[config.mk]
export PLATFORM = sky130hd
export DESIGN_NAME = key_press_long_press_detector_unit
export DESIGN_NICKNAME = d
export VERILOG_FILES = /design/src/design/kplp_pkg.sv /design/src/design/kplp_lane.sv /design/src/design/kplp_merge.sv /design/src/design/key_press_long_press_detector_unit.sv
export VERILOG_INCLUDE_DIRS = /design/src /design/src/design
export SDC_FILE = /design/constraint.sdc
export NUM_CORES = 1
export LEC_CHECK = 0
export BUFFER_PORTS_ARGS = -buffer_cell sky130_fd_sc_hd__buf_2
export CAP_MARGIN = 20
export CORE_MARGIN = 4
export CORE_UTILIZATION = 59
export CTS_CLUSTER_DIAMETER = 50
export CTS_CLUSTER_SIZE = 20
export DETAILED_ROUTE_END_ITERATION = 10
export PLACE_DENSITY = 0.82
export RECOVER_POWER = 25
export SLEW_MARGIN = 0
export SYNTH_ARGS = -nofsm -noshare
export SYNTH_HDL_FRONTEND = slang
export SYNTH_SLANG_ARGS = --single-unit
[constraint.sdc]
create_clock -name clk_i -period 5.23 [get_ports clk_i]
set_clock_uncertainty 0.05 [all_clocks]
set_input_delay 0.2615 -clock clk_i [delete_from_list [all_inputs] [get_ports clk_i]]
set_output_delay 0.2615 -clock clk_i [all_outputs]
set_load 0.02 [all_outputs]
[src/design/key_press_long_press_detector_unit_assert.svh]
`ifndef KEY_PRESS_LONG_PRESS_DETECTOR_UNIT_ASSERT_SVH
`define KEY_PRESS_LONG_PRESS_DETECTOR_UNIT_ASSERT_SVH

// prop must hold at every edge out of reset
`define KPLP_ASSERT(lbl, clk, rst_n, prop, msg) \
  lbl: assert property (@(posedge clk) disable iff (!rst_n) prop) else $error(msg);

// cond must never be true out of reset
`define KPLP_ASSERT_NEVER(lbl, clk, rst_n, cond, msg) \
  lbl: assert property (@(posedge clk) disable iff (!rst_n) !(cond)) else $error(msg);

`endif

[src/design/kplp_pkg.sv]
`default_nettype none

package kplp_pkg;

  localparam int unsigned NumKeysDef = 6;
  localparam int unsigned TimeBitsDef = 48;

  localparam int unsigned KeyW = 3;
  localparam int unsigned MsW = 16;
  localparam int unsigned ThrW = 26;

  localparam logic [MsW-1:0] LongPressMsRst = 16'd1000;
  localparam logic [9:0] UsPerMs = 10'd1000;

  typedef struct packed {
    logic hit;
    logic is_long;
  } ev_t;

endpackage

`default_nettype wire

[src/design/kplp_lane.sv]
`default_nettype none
`include "key_press_long_press_detector_unit_assert.svh"

module kplp_lane #(
  parameter int unsigned TimeBits = kplp_pkg::TimeBitsDef
) (
  input  wire logic                      clk_i,
  input  wire logic                      rst_ni,
  input  wire logic                      acc_i,
  input  wire logic                      down_i,
  input  wire logic [TimeBits-1:0]       now_i,
  input  wire logic [kplp_pkg::ThrW-1:0] thr_i,
  output kplp_pkg::ev_t                  ev_o
);

  logic                pressed_q, pressed_d;
  logic                fired_q, fired_d;
  logic [TimeBits-1:0] time_q, time_d;
  logic [TimeBits-1:0] held;

  assign held = now_i - time_q;

  always_comb begin
    pressed_d = pressed_q;
    fired_d   = fired_q;
    time_d    = time_q;
    ev_o      = '0;
    if (down_i && !pressed_q) begin
      pressed_d = 1'b1;
      fired_d   = 1'b0;
      time_d    = now_i;
      ev_o.hit  = 1'b1;
    end else if (!down_i && pressed_q) begin
      pressed_d = 1'b0;
      fired_d   = 1'b0;
    end else if (down_i && pressed_q && !fired_q) begin
      if (held >= TimeBits'(thr_i)) begin
        fired_d      = 1'b1;
        ev_o.hit     = 1'b1;
        ev_o.is_long = 1'b1;
      end
    end
  end

  always_ff @(posedge clk_i or negedge rst_ni) begin
    if (!rst_ni) begin
      pressed_q <= 1'b0;
      fired_q   <= 1'b0;
    end else if (acc_i) begin
      pressed_q <= pressed_d;
      fired_q   <= fired_d;
    end
  end

  // press time is only read while pressed
  always_ff @(posedge clk_i) begin
    if (acc_i) begin
      time_q <= time_d;
    end
  end

  `KPLP_ASSERT_NEVER(a_fired_needs_press, clk_i, rst_ni, fired_q && !pressed_q, "long fired on released key")

endmodule

`default_nettype wire

[src/design/kplp_merge.sv]
`default_nettype none
`include "key_press_long_press_detector_unit_assert.svh"

module kplp_merge #(
  parameter int unsigned NumKeys = kplp_pkg::NumKeysDef
) (
  input  wire logic                      clk_i,
  input  wire logic                      rst_ni,
  input  wire logic                      acc_i,
  input  kplp_pkg::ev_t [NumKeys-1:0]    ev_i,
  output logic                           rdy_o,
  output logic                           out_valid_o,
  input  wire logic                      out_stall_i,
  output logic [kplp_pkg::KeyW-1:0]      event_key_o,
  output logic                           is_long_o,
  output logic                           last_event_o
);

  logic               s1_vld_q, s1_vld_d;
  logic [NumKeys-1:0] s1_hit_q, s1_lng_q;
  logic [NumKeys-1:0] pend_q, pend_d;
  logic [NumKeys-1:0] lng_q;
  logic [NumKeys-1:0] pend_rest;
  logic               busy, last, take, load;

  assign busy      = |pend_q;
  assign pend_rest = pend_q & (pend_q - NumKeys'(1));
  assign last      = ~|pend_rest;
  assign take      = busy && !out_stall_i;
  assign load      = s1_vld_q && (!busy || (take && last));
  assign rdy_o     = !s1_vld_q || load;

  assign out_valid_o  = busy;
  assign last_event_o = last;

  // lowest pending key goes first
  always_comb begin
    event_key_o = '0;
    is_long_o   = 1'b0;
    for (int i = NumKeys - 1; i >= 0; i--) begin
      if (pend_q[i]) begin
        event_key_o = kplp_pkg::KeyW'(i);
        is_long_o   = lng_q[i];
      end
    end
  end

  always_comb begin
    s1_vld_d = s1_vld_q;
    if (acc_i) begin
      s1_vld_d = 1'b1;
    end else if (load) begin
      s1_vld_d = 1'b0;
    end
    pend_d = pend_q;
    if (load) begin
      pend_d = s1_hit_q;
    end else if (take) begin
      pend_d = pend_rest;
    end
  end

  always_ff @(posedge clk_i or negedge rst_ni) begin
    if (!rst_ni) begin
      s1_vld_q <= 1'b0;
      pend_q   <= '0;
    end else begin
      s1_vld_q <= s1_vld_d;
      pend_q   <= pend_d;
    end
  end

  always_ff @(posedge clk_i) begin
    if (acc_i) begin
      for (int i = 0; i < NumKeys; i++) begin
        s1_hit_q[i] <= ev_i[i].hit;
        s1_lng_q[i] <= ev_i[i].is_long;
      end
    end
    if (load) begin
      lng_q <= s1_lng_q;
    end
  end

  `KPLP_ASSERT(a_more_follow, clk_i, rst_ni, take && !last |=> out_valid_o, "events lost mid scan")
  `KPLP_ASSERT(a_one_per_take, clk_i, rst_ni, take && !load |=> $countones(pend_q) == $countones($past(pend_q)) - 1, "serializer dropped more than one event")
  `KPLP_ASSERT(a_hold_held, clk_i, rst_ni, s1_vld_q && !rdy_o |=> s1_vld_q && $stable(s1_hit_q) && $stable(s1_lng_q), "held scan changed")

endmodule

`default_nettype wire

[src/design/key_press_long_press_detector_unit.sv]
// Path: a scan taken at the input is registered in the merge hold stage, then
// loaded into the pending register, from which its first event word is sent.
// Throughput: the merge stage sends one event word per cycle while out_stall_i
// is low; the next scan waits in the hold stage until the last word is taken.
// Reset (async, active low): all keys released, no events pending,
// hold threshold 1000 ms.
`default_nettype none

module key_press_long_press_detector_unit #(
  parameter int unsigned NumKeys  = kplp_pkg::NumKeysDef,
  parameter int unsigned TimeBits = kplp_pkg::TimeBitsDef
) (
  input  wire logic                     clk_i,
  input  wire logic                     rst_ni,
  input  wire logic                     cfg_valid_i,
  output logic                          cfg_ready_o,
  input  wire logic [kplp_pkg::MsW-1:0] cfg_long_press_ms_i,
  input  wire logic                     in_valid_i,
  output logic                          in_stall_o,
  input  wire logic [NumKeys-1:0]       key_down_mask_i,
  input  wire logic [TimeBits-1:0]      now_us_i,
  output logic                          out_valid_o,
  input  wire logic                     out_stall_i,
  output logic [kplp_pkg::KeyW-1:0]     event_key_o,
  output logic                          is_long_o,
  output logic                          last_event_o
);

  logic                      thr_ld;
  logic [kplp_pkg::ThrW-1:0] thr_q, thr_d;
  logic                      in_acc, mrg_rdy;
  kplp_pkg::ev_t [NumKeys-1:0] ev;

  assign cfg_ready_o = 1'b1;
  assign thr_ld      = cfg_valid_i && cfg_ready_o;
  assign thr_d       = kplp_pkg::ThrW'(cfg_long_press_ms_i) *
                       kplp_pkg::ThrW'(kplp_pkg::UsPerMs);

  always_ff @(posedge clk_i or negedge rst_ni) begin
    if (!rst_ni) begin
      thr_q <= kplp_pkg::ThrW'(kplp_pkg::LongPressMsRst) *
               kplp_pkg::ThrW'(kplp_pkg::UsPerMs);
    end else if (thr_ld) begin
      thr_q <= thr_d;
    end
  end

  assign in_stall_o = !mrg_rdy;
  assign in_acc     = in_valid_i && mrg_rdy;

  for (genvar k = 0; k < NumKeys; k++) begin : g_lane
    kplp_lane #(
      .TimeBits(TimeBits)
    ) u_lane (
      .clk_i (clk_i),
      .rst_ni(rst_ni),
      .acc_i (in_acc),
      .down_i(key_down_mask_i[k]),
      .now_i (now_us_i),
      .thr_i (thr_q),
      .ev_o  (ev[k])
    );
  end

  kplp_merge #(
    .NumKeys(NumKeys)
  ) u_merge (
    .clk_i       (clk_i),
    .rst_ni      (rst_ni),
    .acc_i       (in_acc),
    .ev_i        (ev),
    .rdy_o       (mrg_rdy),
    .out_valid_o (out_valid_o),
    .out_stall_i (out_stall_i),
    .event_key_o (event_key_o),
    .is_long_o   (is_long_o),
    .last_event_o(last_event_o)
  );

endmodule

`default_nettype wire
## Word level (Yosys, flattened, before mapping)

Index checks and enable logic that the tools add are counted.

- Bits of input ports: 75
- Bits in registers: 348
- Latch bits: 0
- Memories: 0
- RAM bits: 0
- Memory bits (read-only): 0

- Shifts and indexed selects: 0
- Eq/ne operators: 0
- Add/subtract/negate cells: 7
- Divide/modulo/power cells: 0
- Bitwise operators: 7
- Reductions and logical operators: 99
- Multipliers: 1
- $lt $le $gt $ge: 6
- Mux-type cells: 70

Operator list:

| operator | count |
|---|---|
| $ge 48x26->1 | 6 |
| $sub 48x48->48 | 6 |
| $mux 1 | 44 |
| $mux 2 | 18 |
| $reduce_bool 3->1 | 12 |
| $logic_and 1x1->1 | 28 |
| $reduce_and 2->1 | 12 |
| $logic_not 1->1 | 23 |
| $mul 16x7->23 const B | 1 |
| $mux 3 | 6 |
| $reduce_and 3->1 | 6 |
| $reduce_or 3->1 | 6 |
| $reduce_bool 2->1 | 8 |
| $mux 6 | 2 |
| $reduce_or 6->1 | 2 |
| $and 6x6->6 | 1 |
| $not 1->1 | 6 |
| $sub 6x1->6 const B | 1 |
| $logic_or 1x1->1 | 2 |

## Logic depth before layout (Yosys ltp)

- Depth in word-level cells: 10
- Mapped depth: 27
- Gate-level depth less buffers: 27

## Cells and area by module

Synthesis repeated with hierarchy kept, for this count alone.

- Cell total of the unflattened synthesis: 4570
- Area, all modules: 38450.6 um^2

Modules (own cells, without submodules):

| module | times used | cells each | sequential area each (um^2) | area each (um^2) |
|---|---|---|---|---|
| kplp_lane at g_lane[2].u_lane ... | 3 | 680 | 1491.4 | 5564.1 |
| kplp_lane at g_lane[0].u_lane | 1 | 706 | 1491.4 | 5776.8 |
| kplp_lane at g_lane[1].u_lane | 1 | 679 | 1491.4 | 5571.6 |
| kplp_lane at g_lane[5].u_lane | 1 | 686 | 1491.4 | 5569.1 |
| key_press_long_press_detector_unit | 1 | 364 | 584.3 | 3696.0 |
| kplp_merge | 1 | 95 | 715.7 | 1144.8 |

## Worst setup path after synthesis

Ideal clock, no wire load.

- Path type: register to register
- From: register g_lane[2].u_lane.time_q[1]
- To: register u_merge.s1_hit_q[2] (data pin)
- Path slack: -20 ps
- Period minus slack after synthesis: 5250 ps
- Library setup time: 271 ps
- Buffers on the path: 0
- Arrival: 4929 ps
- Cell stages (with the launch flop): 27
- Cells stage by stage: edfxtp_1 -> inv_1 -> ha_1 -> nor2b_1 -> o31a_1 -> o31ai_1 -> o21ai_0 -> a21o_1 -> nand3_1 -> nand2_1 -> a211oi_1 -> o21ai_0 -> xor2_1 -> ha_1 -> a21o_1 -> a21o_1 -> a21o_1 -> a21oi_1 -> o22ai_1 -> nor4_1 -> o41ai_1 -> nor3_1 -> nand4_1 -> nor4_1 -> nand4_1 -> o41ai_1 -> o31ai_1

- Longest elaborated chain between the ends: 5

Ends and longest elaborated chain:

| item | RTL line | source |
|---|---|---|
| start: declaration | kplp_lane.sv:18 | `logic [TimeBits-1:0] time_q, time_d;` |
| start signal: assignment | kplp_lane.sv:58 | `time_q <= time_d;` |
| $sub 48x48->48 | kplp_lane.sv:21 | `assign held = now_i - time_q;` |
| $ge 48x26->1 | kplp_lane.sv:37 | `if (held >= TimeBits'(thr_i)) begin` |
| $mux 2 | kplp_lane.sv:37 |  |
| $mux 2 | kplp_lane.sv:36 | `end else if (down_i && pressed_q && !fired_q) begin` |
| $mux 2 | kplp_lane.sv:33 | `end else if (!down_i && pressed_q) begin` |
| end signal: indexed assignment | kplp_merge.sv:76 | `s1_hit_q[i] <= ev_i[i].hit;` |
| end: declaration | kplp_merge.sv:20 | `logic [NumKeys-1:0] s1_hit_q, s1_lng_q;` |

Every way passes these cells.
A chain may end at the register's enable or synchronous reset.

## Worst setup path after layout

- From: input port now_us_i[6]
- To: register u_merge.s1_hit_q[3] (data pin)

- Longest elaborated chain between the ends: 5

Ends and longest elaborated chain:

| item | RTL line | source |
|---|---|---|
| start: declaration | key_press_long_press_detector_unit.sv:21 | `input wire logic [TimeBits-1:0] now_us_i,` |
| $sub 48x48->48 | kplp_lane.sv:21 |  |
| $ge 48x26->1 | kplp_lane.sv:37 |  |
| $mux 2 | kplp_lane.sv:37 |  |
| $mux 2 | kplp_lane.sv:36 |  |
| $mux 2 | kplp_lane.sv:33 |  |

Every way passes these cells.

==> run summary <==
x dimension of the die: 246 um
status: complete, but fails checks
buffers from clock root to sink, at most: 3
final-report max-slew violation count: 0
fraction of power spent switching nets: 0.423
number of synthesized register bits: 348
Filler Cell Count: 4111
Clock H-tree levels: 2
min-delay src: cfg_long_press_ms_i[1]
overall die area: 60800 um2
violated checks: setup timing
CP Data Arrival Time: 5.76 ns
proportion of netlist area held by the largest area contributor: 0.274
insertion delay of the later-clocked pin in the worst-skew pair: 0.58 ns
CTS clk-pin slew, worst paths: 0.07 ns
height of the die: 246 um
number of sinks on the clock net: 348
power density over the cells: 418 nW/um2
Area growth, synth to finish: 19.9%
internal power component: 9.70 mW
GRT Total Usage: 0.308
critical-path maximum fanout: 11
main flop type after synthesis: edfxtp_1
fraction of layout cells with a size suffix above 1: 0.171
antenna violation net count after detailed routing: 0
final core utilization: 0.713
share of total power in the clock network: 0.192
kind of launch point of the worst setup path: input port
number of enable-type register cells in the synthesized netlist: 306
std cell rows: 87
buffers added on ports: 81
Hold EP: thr_q[4]$_DFFE_PN0P_
Max-cap violations: 0
minimum clock period after layout: 5.48 ns
final count of negative-setup-slack endpoints: 17
TritonCTS clock tree: done
largest cells by area after synthesis: edfxtp_1 27%, ha_1 18%, inv_1 4.8%, a21oi_1 4.5%, a21o_1 4.2%
Avg Inst Size Synth: 9.16 um2
reg2reg setup slack: -0.19 ns
Routed WL per cell: 20.1 um
first-pass detailed-route iteration total: 8
share of total power in sequential cells: 0.233
Synth Warn #: 0
antenna violations before repair: 0
Std-Cell Core Area: 56400 um2
effective utilization at floorplan: 0.595
kind of end point of the critical path: flop
root cell of the clock tree: clkbuf_16
vias in the first global route: 29700
Via-to-Cell Ratio: 6.27
FF-to-FF path depth: 24
first-pass GRT wire length: 151 mm
Crit Path Category: in -> reg
storage element area: 10200 um2
final setup slack of the worst path: -0.249 ns
count of distinct cell types in the synthesized netlist: 92
end of the worst register-to-register path: g_lane[1].u_lane.fired_q$_DFFE_PN0P_
Comb pwr share: 0.576
mapped cell area: 33600 um2
aggregate global routing overflow: 0
headroom to the max-slew limit: 0.277
count of cells along the worst hold path: 4
sequential share of the synthesized area: 0.305
final-report hold violation count: 0
gp weighted congestion: 0.975
vias after detailed routing: 30900
dominant cell type by area after synthesis: edfxtp_1
pin count of the biggest net entering global routing: 49
CP Data Required Time: 5.51 ns
worst IR drop on VDD: 0.344 mV
nets@finish: 4762
TNS Setup: -2.22 ns
synthesized instance count: 3663
post-route clock period utilization: 1.05
most instantiated library cell after synthesis: ha_1
# IOs: 83
net count after synthesis: 4289
number of buffers inserted during clock tree synthesis: 44
post-route DRC violation count: 0
commonest cells in the synthesized netlist: 491 x ha_1, 430 x inv_1, 306 x edfxtp_1, 304 x a21oi_1, 217 x nor2_1
startpoint of the most critical register-to-register path: g_lane[1].u_lane.time_q[8]$_DFFE_PP_
worst slew pin tran: 1.08 ns
total wirelength of the detailed-routed design: 99.2 mm
net load switching power: 7.11 mW
diode count: 0
Static Leak: 18.4 nW
class of the most critical hold timing path: in -> reg
DRC violation total after the first TritonRoute iteration: 3106
maximum clock rate: 183 MHz
dpl hpwl: 73.4 mm
unrepaired setup endpoints after global routing: true
fraction of registers with async set or reset after synthesis: 0.121
multi-input gate area in the final layout: 22400 um2
[flip-flops by register name (all words and copies together), names as in the netlist]
signal / count
thr_q: 23
u_merge.lng_q: 6
u_merge.s1_hit_q: 6
u_merge.pend_q: 6
u_merge.s1_vld_q: 1
u_merge.s1_lng_q: 6
g_lane.u_lane.pressed_q: 6
g_lane.u_lane.time_q: 288
g_lane.u_lane.fired_q: 6
[worst max-delay path by stage]
| stage | endpoint | depth (start not counted) | slack (ns) | startpoint |
|---|---|---|---|---|
| after global placement | g_lane[1].u_lane.fired_q$_DFFE_PN0P_ | 24 | -0.56 | now_us_i[9] |
| after CTS | g_lane[1].u_lane.fired_q$_DFFE_PN0P_ | 27 | -0.33 | g_lane[1].u_lane.time_q[1]$_DFFE_PP_ |
| after detailed placement | u_merge.s1_hit_q[2]$_SDFFCE_PP1P_ | 29 | -0.66 | now_us_i[3] |
| after floorplan | thr_q[24]$_DFFE_PN0P_ | 19 | 0.05 | cfg_long_press_ms_i[0] |
| after global routing | g_lane[1].u_lane.fired_q$_DFFE_PN0P_ | 25 | -0.40 | g_lane[1].u_lane.time_q[1]$_DFFE_PP_ |
| final | u_merge.s1_hit_q[3]$_SDFFCE_PP1P_ | 24 | -0.25 | now_us_i[6] |
[routing by layer]
| layer | part of all wire | up-vias | GRT usage |
|---|---|---|---|
| met5 | 0 | - | 0 |
| met4 | 0.042 | 0 | 0.108 |
| met3 | 0.092 | 328 | 0.0473 |
| met2 | 0.46 | 1439 | 0.508 |
| met1 | 0.41 | 14700 | 0.415 |
| li1 | - | 14400 | - |
[critical path, stage by stage]
cell and delay (ns):
clkbuf_1 0.15, clkbuf_1 0.72, ha_1 0.40, a2111o_1 0.45, o21ai_2 0.16, buf_4 0.15
buf_4 0.12, o21a_1 0.19, o21ai_1 0.13, a221oi_1 0.30, buf_4 0.18, o21ai_0 0.09
a21oi_1 0.20, xnor2_1 0.16, ha_1 0.27, nand4_1 0.12, o21ai_0 0.13, a311oi_2 0.29
o211ai_1 0.20, nor4b_2 0.31, nand4_1 0.17, o41ai_2 0.36, buf_4 0.19, o31ai_2 0.05
[per-stage QoR]
step                cell area (um2)  power, mW  hold slack, ns  setup slack, ns  std cells
finish                        40200       16.8          0.0331           -0.249       4926
CTS                           39600       16.3         0.00807           -0.332       4910
global route                  40200       17.9          0.0551           -0.403       4926
global placement              37400       12.5           0.327           -0.559       4799
detailed placement            37400       12.8           0.339           -0.656       4799
floorplan                     33600       9.95         -0.0841           0.0496       3663
[layout by cell type (no fill, tap or decap), types with 77 or more instances in the layout]
cell type and instances:
a21oi_1 276, edfxtp_1 306, nand2_1 213, inv_1 424, ha_1 475, xnor2_1 145, a21o_1 186, xor2_1 77
o21ai_0 177, buf_4 378, nor2_1 209
[power by group through the flow]
stage                     registers, mW  clock network, mW  logic, mW
after floorplan                    3.90                  0       6.05
after global placement             3.93                  0       8.53
after detailed placement           3.95                  0       8.82
after CTS                          3.90               3.24       9.13
after global routing               3.96               3.36       10.6
final                              3.91               3.22       9.68
[logic make-up (layout without fill, tap and decap cells)]
| logic type | Yosys count | in the layout | synth area share |
|---|---|---|---|
| compound gates | 1124 | 1124 | 0.221 |
| xor+xnor | 223 | 223 | 0.0582 |
| fa+ha+maj | 551 | 551 | 0.219 |
| buf+inv | 497 | 1004 | 0.0557 |
| flops | 348 | 348 | 0.305 |
| mux | 27 | 27 | 0.00835 |
| other cells | 1 | 1 | 0.000112 |
| simple gates | 892 | 892 | 0.132 |
[final cells by class]
class / count / share of cell area
Clock inverter: 31 / 0.00883
Inverter: 430 / 0.0401
Clock buffer: 49 / 0.0294
Sequential cell: 348 / 0.255
Tap cell: 756 / 0.0235
Multi-Input combinational cell: 2818 / 0.558
Timing Repair Buffer: 494 / 0.0857
[what timing repair did]
action,in CTS,in global routing
gates resized for setup,75,133
hold buffers,16,0
setup endpoints to repair,18,18
endpoints found under the hold margin,60,0
pin swaps,60,65
cloned,0,0
setup buffers,15,17
Note: power is estimated with default switching activity, not from simulation.
